$ cat config.mk
export PLATFORM = sky130hd
export DESIGN_NAME = banner_fingerprint_classifier_flat
export DESIGN_NICKNAME = d
export VERILOG_FILES = /design/src/rtl/bfc_pkg.sv /design/src/rtl/bfc_if.sv /design/src/rtl/banner_fingerprint_classifier.sv /design/src/flat_wrapper.sv
export SDC_FILE = /design/constraint.sdc
export NUM_CORES = 1
export LEC_CHECK = 0
export BUFFER_PORTS_ARGS = -buffer_cell sky130_fd_sc_hd__buf_4
export CORE_AREA = 3 3 104 106
export CTS_CLUSTER_SIZE = 24
export DETAILED_ROUTE_END_ITERATION = 7
export DIE_AREA = 0 0 107 109
export PLACE_DENSITY_LB_ADDON = 0.15
export SKIP_CTS_REPAIR_TIMING = 1
export SLEW_MARGIN = 20
export SYNTH_ARGS = -nofsm -noshare
export SYNTH_HDL_FRONTEND = slang
export SYNTH_SLANG_ARGS = --single-unit
$ cat constraint.sdc
create_clock -name clk -period 3.5 [get_ports clk]
set_input_delay 0.35 -clock clk [delete_from_list [all_inputs] [get_ports clk]]
set_output_delay 0.35 -clock clk [all_outputs]
set_load 0.01 [all_outputs]
$ cat src/rtl/bfc_pkg.sv
// shared types, pattern tables and class codes of the banner classifier
`default_nettype none
package bfc_pkg;

  localparam int FP_COUNT = 14;
  localparam int PAT_MAX  = 11;

  typedef logic [PAT_MAX-1:0][7:0] pat_t;
  typedef logic [3:0]              len_t;
  typedef logic [3:0]              cls_t;
  typedef logic [1:0]              src_t;

  localparam cls_t CLS_UNKNOWN    = 4'd0;
  localparam cls_t CLS_CAMERA     = 4'd1;
  localparam cls_t CLS_DVR        = 4'd2;
  localparam cls_t CLS_NVR        = 4'd3;
  localparam cls_t CLS_ROUTER     = 4'd4;
  localparam cls_t CLS_TV         = 4'd5;
  localparam cls_t CLS_BULB       = 4'd6;
  localparam cls_t CLS_THERMOSTAT = 4'd7;
  localparam cls_t CLS_PRINTER    = 4'd8;
  localparam cls_t CLS_NAS        = 4'd9;
  localparam cls_t CLS_WEB_SERVER = 4'd10;

  localparam src_t SRC_NONE   = 2'd0;
  localparam src_t SRC_BANNER = 2'd1;
  localparam src_t SRC_PORT   = 2'd2;

  // byte 0 holds the last character of a pattern
  localparam pat_t PAT_A [FP_COUNT] = '{
    88'h0000_48696b766973696f6e,
    88'h0000_0000_0000_4461687561,
    88'h0000_0000_00_466f7363616d,
    88'h0000_48696b766973696f6e,
    88'h0000_0000_0000_4461687561,
    88'h0000_0000_54502d4c696e6b,
    88'h0000_0000_00_442d4c696e6b,
    88'h0000_0000_53616d73756e67,
    88'h0000_0000_0000_0000_00_4c47,
    88'h5068696c69707320487565,
    88'h0000_0000_0000_004e657374,
    88'h0000_0000_0000_0000_485020,
    88'h0000_0053796e6f6c6f6779,
    88'h0000_0000_0000_00514e4150
  };

  localparam pat_t PAT_B [FP_COUNT] = '{
    88'h0000_48696b766973696f6e,
    88'h0000_0000_0000_4461687561,
    88'h0000_0000_00_466f7363616d,
    88'h0000_48696b766973696f6e,
    88'h0000_0000_0000_4461687561,
    88'h0000_0000_54502d4c696e6b,
    88'h0000_0000_00_442d4c696e6b,
    88'h0000_0000_53616d73756e67,
    88'h0000_0000_0000_0000_00_4c47,
    88'h0000_0000_5068696c697073,
    88'h0000_0000_0000_004e657374,
    88'h0000_0000_0000_0000_004850,
    88'h0000_0053796e6f6c6f6779,
    88'h0000_0000_0000_00514e4150
  };

  localparam len_t LEN_A [FP_COUNT] = '{
    4'd9, 4'd5, 4'd6, 4'd9, 4'd5, 4'd7, 4'd6, 4'd7, 4'd2, 4'd11, 4'd4, 4'd3, 4'd8, 4'd4
  };

  localparam len_t LEN_B [FP_COUNT] = '{
    4'd9, 4'd5, 4'd6, 4'd9, 4'd5, 4'd7, 4'd6, 4'd7, 4'd2, 4'd7, 4'd4, 4'd2, 4'd8, 4'd4
  };

  localparam cls_t FP_CLS [FP_COUNT] = '{
    CLS_CAMERA, CLS_CAMERA, CLS_CAMERA, CLS_DVR, CLS_NVR, CLS_ROUTER, CLS_ROUTER,
    CLS_TV, CLS_TV, CLS_BULB, CLS_THERMOSTAT, CLS_PRINTER, CLS_NAS, CLS_NAS
  };

  function automatic cls_t port_class(input logic [15:0] port);
    cls_t c;
    case (port)
      16'd23, 16'd2323: c = CLS_ROUTER;
      16'd554:          c = CLS_CAMERA;
      16'd1900:         c = CLS_WEB_SERVER;
      16'd37777:        c = CLS_DVR;
      16'd34567:        c = CLS_CAMERA;
      default:          c = CLS_UNKNOWN;
    endcase
    return c;
  endfunction

endpackage
`default_nettype wire

$ cat src/rtl/bfc_if.sv
// valid/ready channels for banner bytes and classification results
`default_nettype none
interface bfc_in_if;
  logic        valid;
  logic        ready;
  logic [7:0]  banner_byte;
  logic        byte_valid;
  logic        last_byte;
  logic [15:0] port;
  modport source (output valid, banner_byte, byte_valid, last_byte, port, input ready);
  modport sink   (input valid, banner_byte, byte_valid, last_byte, port, output ready);
endinterface

interface bfc_out_if;
  logic       valid;
  logic       ready;
  logic [3:0] device_class;
  logic [1:0] match_source;
  modport source (output valid, device_class, match_source, input ready);
  modport sink   (input valid, device_class, match_source, output ready);
endinterface
`default_nettype wire

$ cat src/rtl/banner_fingerprint_classifier.sv
// banner classifier top level: byte window, pattern match, class select, output skid
//
//  channel | dir | beat
//  item    | in  | banner_byte, byte_valid, last_byte, port
//  result  | out | device_class, match_source (one beat per item with last_byte)
//
//  one item per cycle unless stalled; all patterns compare against the shifted window
//  a last item's result is registered in the output or, on a stall, the skid entry
//  a two-entry output buffer keeps item.ready high while one result waits
//  item.ready drops only when both output entries are full
//  synchronous reset clears window, found bits and output valids
`default_nettype none
module banner_fingerprint_classifier
  import bfc_pkg::*;
#(
  parameter int NUM_FINGERPRINTS = 14,
  parameter int WINDOW_BYTES     = 16
) (
  input  wire       clk,
  input  wire       rst,
  bfc_in_if.sink    item,
  bfc_out_if.source result
);

  localparam int ACTIVE = (NUM_FINGERPRINTS > FP_COUNT) ? FP_COUNT : NUM_FINGERPRINTS;

  typedef logic [WINDOW_BYTES-1:0][7:0] window_t;

  window_t           byte_window, byte_window_next;
  logic [ACTIVE-1:0] found_bits, found_bits_next, hit;
  logic              string_ended, string_ended_next;
  logic              saw_character, saw_character_next;

  logic out_valid, skid_valid;
  cls_t out_cls, skid_cls, res_cls;
  src_t out_src, skid_src, res_src;

  logic accept, take_char, out_fire;

  assign item.ready = !skid_valid;
  assign accept     = item.valid && item.ready;
  assign take_char  = item.byte_valid && !string_ended && (item.banner_byte != 8'd0);
  assign out_fire   = out_valid && result.ready;

  assign byte_window_next = {byte_window[WINDOW_BYTES-2:0], item.banner_byte};

  always_comb begin
    logic ma, mb;
    for (int i = 0; i < ACTIVE; i++) begin
      ma = (int'(LEN_A[i]) <= WINDOW_BYTES);
      mb = (int'(LEN_B[i]) <= WINDOW_BYTES);
      for (int k = 0; k < PAT_MAX; k++) begin
        if (k < int'(LEN_A[i]) && byte_window_next[k] != PAT_A[i][k]) ma = 1'b0;
        if (k < int'(LEN_B[i]) && byte_window_next[k] != PAT_B[i][k]) mb = 1'b0;
      end
      hit[i] = ma || mb;
    end
  end

  always_comb begin
    found_bits_next    = found_bits;
    string_ended_next  = string_ended;
    saw_character_next = saw_character;
    if (take_char) begin
      found_bits_next    = found_bits | hit;
      saw_character_next = 1'b1;
    end
    if (item.byte_valid && !string_ended && item.banner_byte == 8'd0) begin
      string_ended_next = 1'b1;
    end
  end

  always_comb begin
    res_cls = CLS_UNKNOWN;
    res_src = SRC_NONE;
    if (saw_character_next) begin
      for (int i = ACTIVE - 1; i >= 0; i--) begin
        if (found_bits_next[i]) begin
          res_cls = FP_CLS[i];
          res_src = SRC_BANNER;
        end
      end
      if (res_src == SRC_NONE && port_class(item.port) != CLS_UNKNOWN) begin
        res_cls = port_class(item.port);
        res_src = SRC_PORT;
      end
    end
  end

  always_ff @(posedge clk) begin
    if (rst) begin
      byte_window   <= '0;
      found_bits    <= '0;
      string_ended  <= 1'b0;
      saw_character <= 1'b0;
    end else if (accept) begin
      if (item.last_byte) begin
        byte_window   <= '0;
        found_bits    <= '0;
        string_ended  <= 1'b0;
        saw_character <= 1'b0;
      end else begin
        if (take_char) byte_window <= byte_window_next;
        found_bits    <= found_bits_next;
        string_ended  <= string_ended_next;
        saw_character <= saw_character_next;
      end
    end
  end

  always_ff @(posedge clk) begin
    if (rst) begin
      out_valid  <= 1'b0;
      skid_valid <= 1'b0;
    end else begin
      if (accept && item.last_byte && out_valid && !out_fire) begin
        skid_valid <= 1'b1;
        skid_cls   <= res_cls;
        skid_src   <= res_src;
      end else if (out_fire) begin
        skid_valid <= 1'b0;
      end
      if (!out_valid || out_fire) begin
        if (skid_valid) begin
          out_valid <= 1'b1;
          out_cls   <= skid_cls;
          out_src   <= skid_src;
        end else if (accept && item.last_byte) begin
          out_valid <= 1'b1;
          out_cls   <= res_cls;
          out_src   <= res_src;
        end else begin
          out_valid <= 1'b0;
        end
      end
    end
  end

  assign result.valid        = out_valid;
  assign result.device_class = out_cls;
  assign result.match_source = out_src;

endmodule
`default_nettype wire

$ cat src/flat_wrapper.sv
// flat-port wrapper written by rule: the top's interface ports become plain ports
module banner_fingerprint_classifier_flat import bfc_pkg::*;
#(
  parameter int NUM_FINGERPRINTS = 14,
  parameter int WINDOW_BYTES     = 16
)
  (clk, rst, item_valid, item_banner_byte, item_byte_valid, item_last_byte, item_port, item_ready, result_valid, result_device_class, result_match_source, result_ready);
  bfc_in_if item_i ();
  bfc_out_if result_i ();
  input  wire clk;
  input  wire rst;
  input wire logic [$bits(item_i.valid)-1:0] item_valid;
  input wire logic [$bits(item_i.banner_byte)-1:0] item_banner_byte;
  input wire logic [$bits(item_i.byte_valid)-1:0] item_byte_valid;
  input wire logic [$bits(item_i.last_byte)-1:0] item_last_byte;
  input wire logic [$bits(item_i.port)-1:0] item_port;
  output wire logic [$bits(item_i.ready)-1:0] item_ready;
  output wire logic [$bits(result_i.valid)-1:0] result_valid;
  output wire logic [$bits(result_i.device_class)-1:0] result_device_class;
  output wire logic [$bits(result_i.match_source)-1:0] result_match_source;
  input wire logic [$bits(result_i.ready)-1:0] result_ready;
  assign item_i.valid = item_valid;
  assign item_i.banner_byte = item_banner_byte;
  assign item_i.byte_valid = item_byte_valid;
  assign item_i.last_byte = item_last_byte;
  assign item_i.port = item_port;
  assign item_ready = item_i.ready;
  assign result_valid = result_i.valid;
  assign result_device_class = result_i.device_class;
  assign result_match_source = result_i.match_source;
  assign result_i.ready = result_ready;
  banner_fingerprint_classifier #(.NUM_FINGERPRINTS(NUM_FINGERPRINTS), .WINDOW_BYTES(WINDOW_BYTES)) u_core (.clk(clk), .rst(rst), .item(item_i), .result(result_i));
endmodule
==> impl_metrics.yaml <==
clock_tree:
  clock_tree.root_cell: "clkbuf_8"
  insertion_delay_ns: 0.40
  cts.sinks: 110
  number_of_levels_in_the_clock_h_tree: 3
  cts_inserted_buffers: 9
  cts.reportedPaths.clkPinSlew_ns: 0.11
  tritoncts: "yes"
  cts_buffer_depth: 2
yosys:
  synth_async_sr_flop_share_pct: 0
  synth.avg_cell_area_um2: 8.568
  count_of_flip_flops_with_a_built_in_enable_after_synthesis: 12
  yosysWarnings: 0
  ys_ff_latch: 110
  syn-instance-count: 636
  synth_seq_area_share_pct: 42.62
  ys_types: 59
  synth_area_um2: 5449
  synth_fp_nets: 666
  ys_dominant_reg_cell: "dfxtp_1"
final_layout:
  fraction_of_final_layout_cells_with_drive_strength_greater_than_1_pct: 13.49
  nFillCells: 869
  area_growth_syn_to_layout_pct: 12.10
  finish.utilization_pct: 61.92
  insertedDiodeCount: 0
  num-nets-final: 692
grt:
  grt_max_degree: 87
  grt_first_pass_wirelength_um: 26590
  gr-total-overflow: 0
  number_of_antenna_violations_at_the_first_check_in_global_routing: 0
  globalRouteTotalUtil_pct: 29.45
  vias_in_the_first_global_route: 4805
floorplanning:
  fp.dieW_um: 107
  core_area_um2: 9864
  std_cell_rows: 36
  pin_count: 38
  floorplan.initialDensity_pct: 55.24
  die_height_um: 109
  floorplan.die_area_um2: 11660
timing:
  rsz0062_at_grt: "false"
  actual_slew_at_the_worst_max_slew_pin_ns: 0.9334
  finClkSkew_ns: 0.01367
  max_clock_freq_mhz: 316.8
  timing_max_transition_violations_final: 0
  setup-tns-final_ns: 0
  final_setup_violation_count: 0
  slew_headroom_pct: 37.30
  finalWorstPathRequiredPeriod_ns: 3.157
  hold_violations: 0
  period_share_pct: 90.19
min_path:
  worstHoldPathCells: 3
  hold_class: "primary input to flip-flop"
worst_setup_path:
  arrival_ns: 3.31
  worstReg2RegEnd: "u_core.result.device_class[3]$_DFFE_PP_"
  critPathLaunchType: "flip-flop"
  critical_path.endpoint_type: "flip-flop"
  launching_instance_or_port_of_the_critical_path: "u_core.byte_window[10]$_SDFFE_PP0P_"
  r2r_start: "u_core.byte_window[10]$_SDFFE_PP0P_"
  critPathCapture: "u_core.result.device_class[3]$_DFFE_PP_"
  worst_ep_required_time_ns: 3.65
  path_max_fanout: 7
  worst-setup-path-type: "flip-flop to flip-flop"
  ff2ff_path_depth: 8
  rrSetupSlack_ns: 0.34
power_and_ir_drop:
  power.clock.fraction_pct: 35.5
  p_switching_mw: 0.5730
  seq_power_share_pct: 57.3
  sw_frac_of_total_pct: 25.51
  internal_power_mw: 1.673
  ir_drop_mv: 0.3744
  combPwrFrac_pct: 7.2
  power.density_nw_per_um2: 367.8
  p_leak_nw: 2.018
placement:
  routabilityCongestion: 0.9743
  placement.io_buffers: 37
  place_hpwl_um: 12180
flow_run:
  drv_cap: 0
drt:
  wirelength_um: 16890
  drc_viols: 0
  vias: 5293
  ant_nets: 0
  drt_iter0_markers: 525
  post_drt_via_cell_ratio: 6.616
  routed_wire_length_per_instance_um: 21.11
  first_pass_iters: 6
status:
  status: "completed"
[critical path, stage by stage (launching register included)]
cell      delay [ns]
dfxtp_1         0.51
nor4bb_1        0.50
nand4_1         0.16
nor4_1          0.68
a21o_1          0.24
nand2b_2        0.15
or2_1           0.27
nor3_1          0.12
mux2_2          0.28
[flip-flops by register name, indices dropped and copies added, names as in the netlist]
| name | flops |
|---|---|
| u_core.string_ended | 1 |
| u_core.skid_valid | 1 |
| u_core.result.device_class | 4 |
| u_core.saw_character | 1 |
| u_core.byte_window | 80 |
| u_core.result.match_source | 2 |
| u_core.skid_cls | 4 |
| u_core.skid_src | 2 |
| u_core.found_bits | 14 |
| u_core.result.valid | 1 |
[how the worst min path moves through the flow]
stage                                       from                           endpoint  slack, ns
2_1_floorplan  u_core.found_bits[0]$_SDFFE_PP0P_  u_core.found_bits[0]$_SDFFE_PP0P_       0.42
3_3_place_gp   u_core.found_bits[7]$_SDFFE_PP0P_  u_core.found_bits[7]$_SDFFE_PP0P_       0.44
3_5_place_dp   u_core.found_bits[7]$_SDFFE_PP0P_  u_core.found_bits[7]$_SDFFE_PP0P_       0.45
4_1_cts                          item_byte_valid   u_core.string_ended$_SDFFE_PP0P_       0.20
5_1_grt                          item_byte_valid   u_core.string_ended$_SDFFE_PP0P_       0.22
6_report                         item_byte_valid   u_core.string_ended$_SDFFE_PP0P_       0.22
[cell usage in the layout, fill, tap and decap left out, types with 3 or more instances in the layout]
cell / Yosys / final
a21oi_1: 15 / 15
dfxtp_1: 98 / 98
edfxtp_1: 12 / 12
and4_1: 4 / 4
nand3_1: 20 / 20
and3_1: 3 / 3
or4bb_1: 3 / 3
and2_1: 3 / 3
a31oi_1: 3 / 3
nand4b_1: 10 / 10
inv_1: 10 / 10
nor4_1: 21 / 21
nor3_1: 22 / 21
nand4_1: 27 / 27
or4_1: 7 / 7
nand2b_1: 8 / 8
a22oi_1: 80 / 80
nor4b_1: 16 / 15
o21ai_0: 4 / 4
buf_4: 0 / 55
nand3b_1: 7 / 7
or2_2: 3 / 3
nor4bb_1: 14 / 13
nand2_1: 20 / 20
clkbuf_8: 0 / 9
and3b_1: 5 / 5
nor3b_1: 5 / 5
nor2b_1: 16 / 16
nor2_1: 123 / 123
[power by group through the flow]
stage               Sequential, mW  Clock (mW)  Combinational (mW)
global route                  1.29       0.861               0.174
CTS                           1.29       0.811               0.159
floorplan                     1.31           0              0.0892
detailed placement            1.32           0               0.158
finish                        1.29       0.798               0.161
global placement              1.32           0               0.155
[stage by stage]
stage	total power [mW]	setup WS (ns)	area (um^2)	hold WS [ns]	instances
finish	2.246	0.3433	6108	0.2156	800
CTS	2.257	0.3551	6096	0.2022	800
detailed placement	1.474	0.3447	5892	0.4522	784
global placement	1.471	0.4251	5892	0.4437	784
global route	2.324	0.07601	6108	0.2216	800
floorplan	1.401	0.7284	5449	0.4240	636
[cells in the mapped netlist, types with 2 or more instances]
master    count  share of area, %
a211oi_1      2              0.28
a21oi_1      15               1.4
a22oi_1      80                11
a31oi_1       3              0.34
a41oi_1       2              0.32
and2_1        3              0.34
and3_1        3              0.34
and3b_1       5              0.80
and4_1        4              0.64
buf_2         2              0.18
clkbuf_1     38               2.6
dfxtp_1      98                36
edfxtp_1     12               6.6
inv_1        10              0.69
mux2_2        2              0.41
nand2_1      20               1.4
nand2b_1      8              0.92
nand3_1      20               1.8
nand3b_1      7              0.96
nand4_1      27               3.1
nand4b_1     10               1.6
nor2_1      123               8.5
nor2b_1      16               1.8
nor3_1       22               2.0
nor3b_1       5              0.69
nor4_1       21               2.4
nor4b_1      16               2.6
nor4bb_1     14               2.6
o21ai_0       4              0.37
o31ai_1       2              0.28
o41ai_1       2              0.32
or2_1         2              0.23
or2_2         3              0.34
or3_1         2              0.23
or4_1         7              0.96
or4bb_1       3              0.62
[metal layers]
layer | global-route usage (%) | up-vias | wire length [um]
met4 | 9.954 | 0 | 397
met3 | 4.796 | 36 | 1232
met2 | 46.09 | 222 | 7735
li1 | - | 2468 | -
met5 | 0 | - | 0
met1 | 41.54 | 2567 | 7523
[cell type report]
class	instances	area [um^2]	share of cell area [%]
Multi-Input combinational cell	475	2962	48.48
Sequential cell	110	2322	38.02
Timing Repair Buffer	55	412.9	6.760
Tap cell	133	166.4	2.724
Clock buffer	9	123.9	2.028
Clock inverter	7	80.08	1.311
Inverter	11	41.29	0.6760
[cells by family after synthesis]
| logic type | after synthesis | share of synthesized area (%) |
|---|---|---|
| AOI/OAI and AO/OA | 125 | 16.97 |
| buffers and inverters | 51 | 3.559 |
| DFF | 110 | 42.62 |
| muxes | 2 | 0.4133 |
| and+or+nand+nor | 348 | 36.44 |
Note: power is estimated with default switching activity, not from simulation.
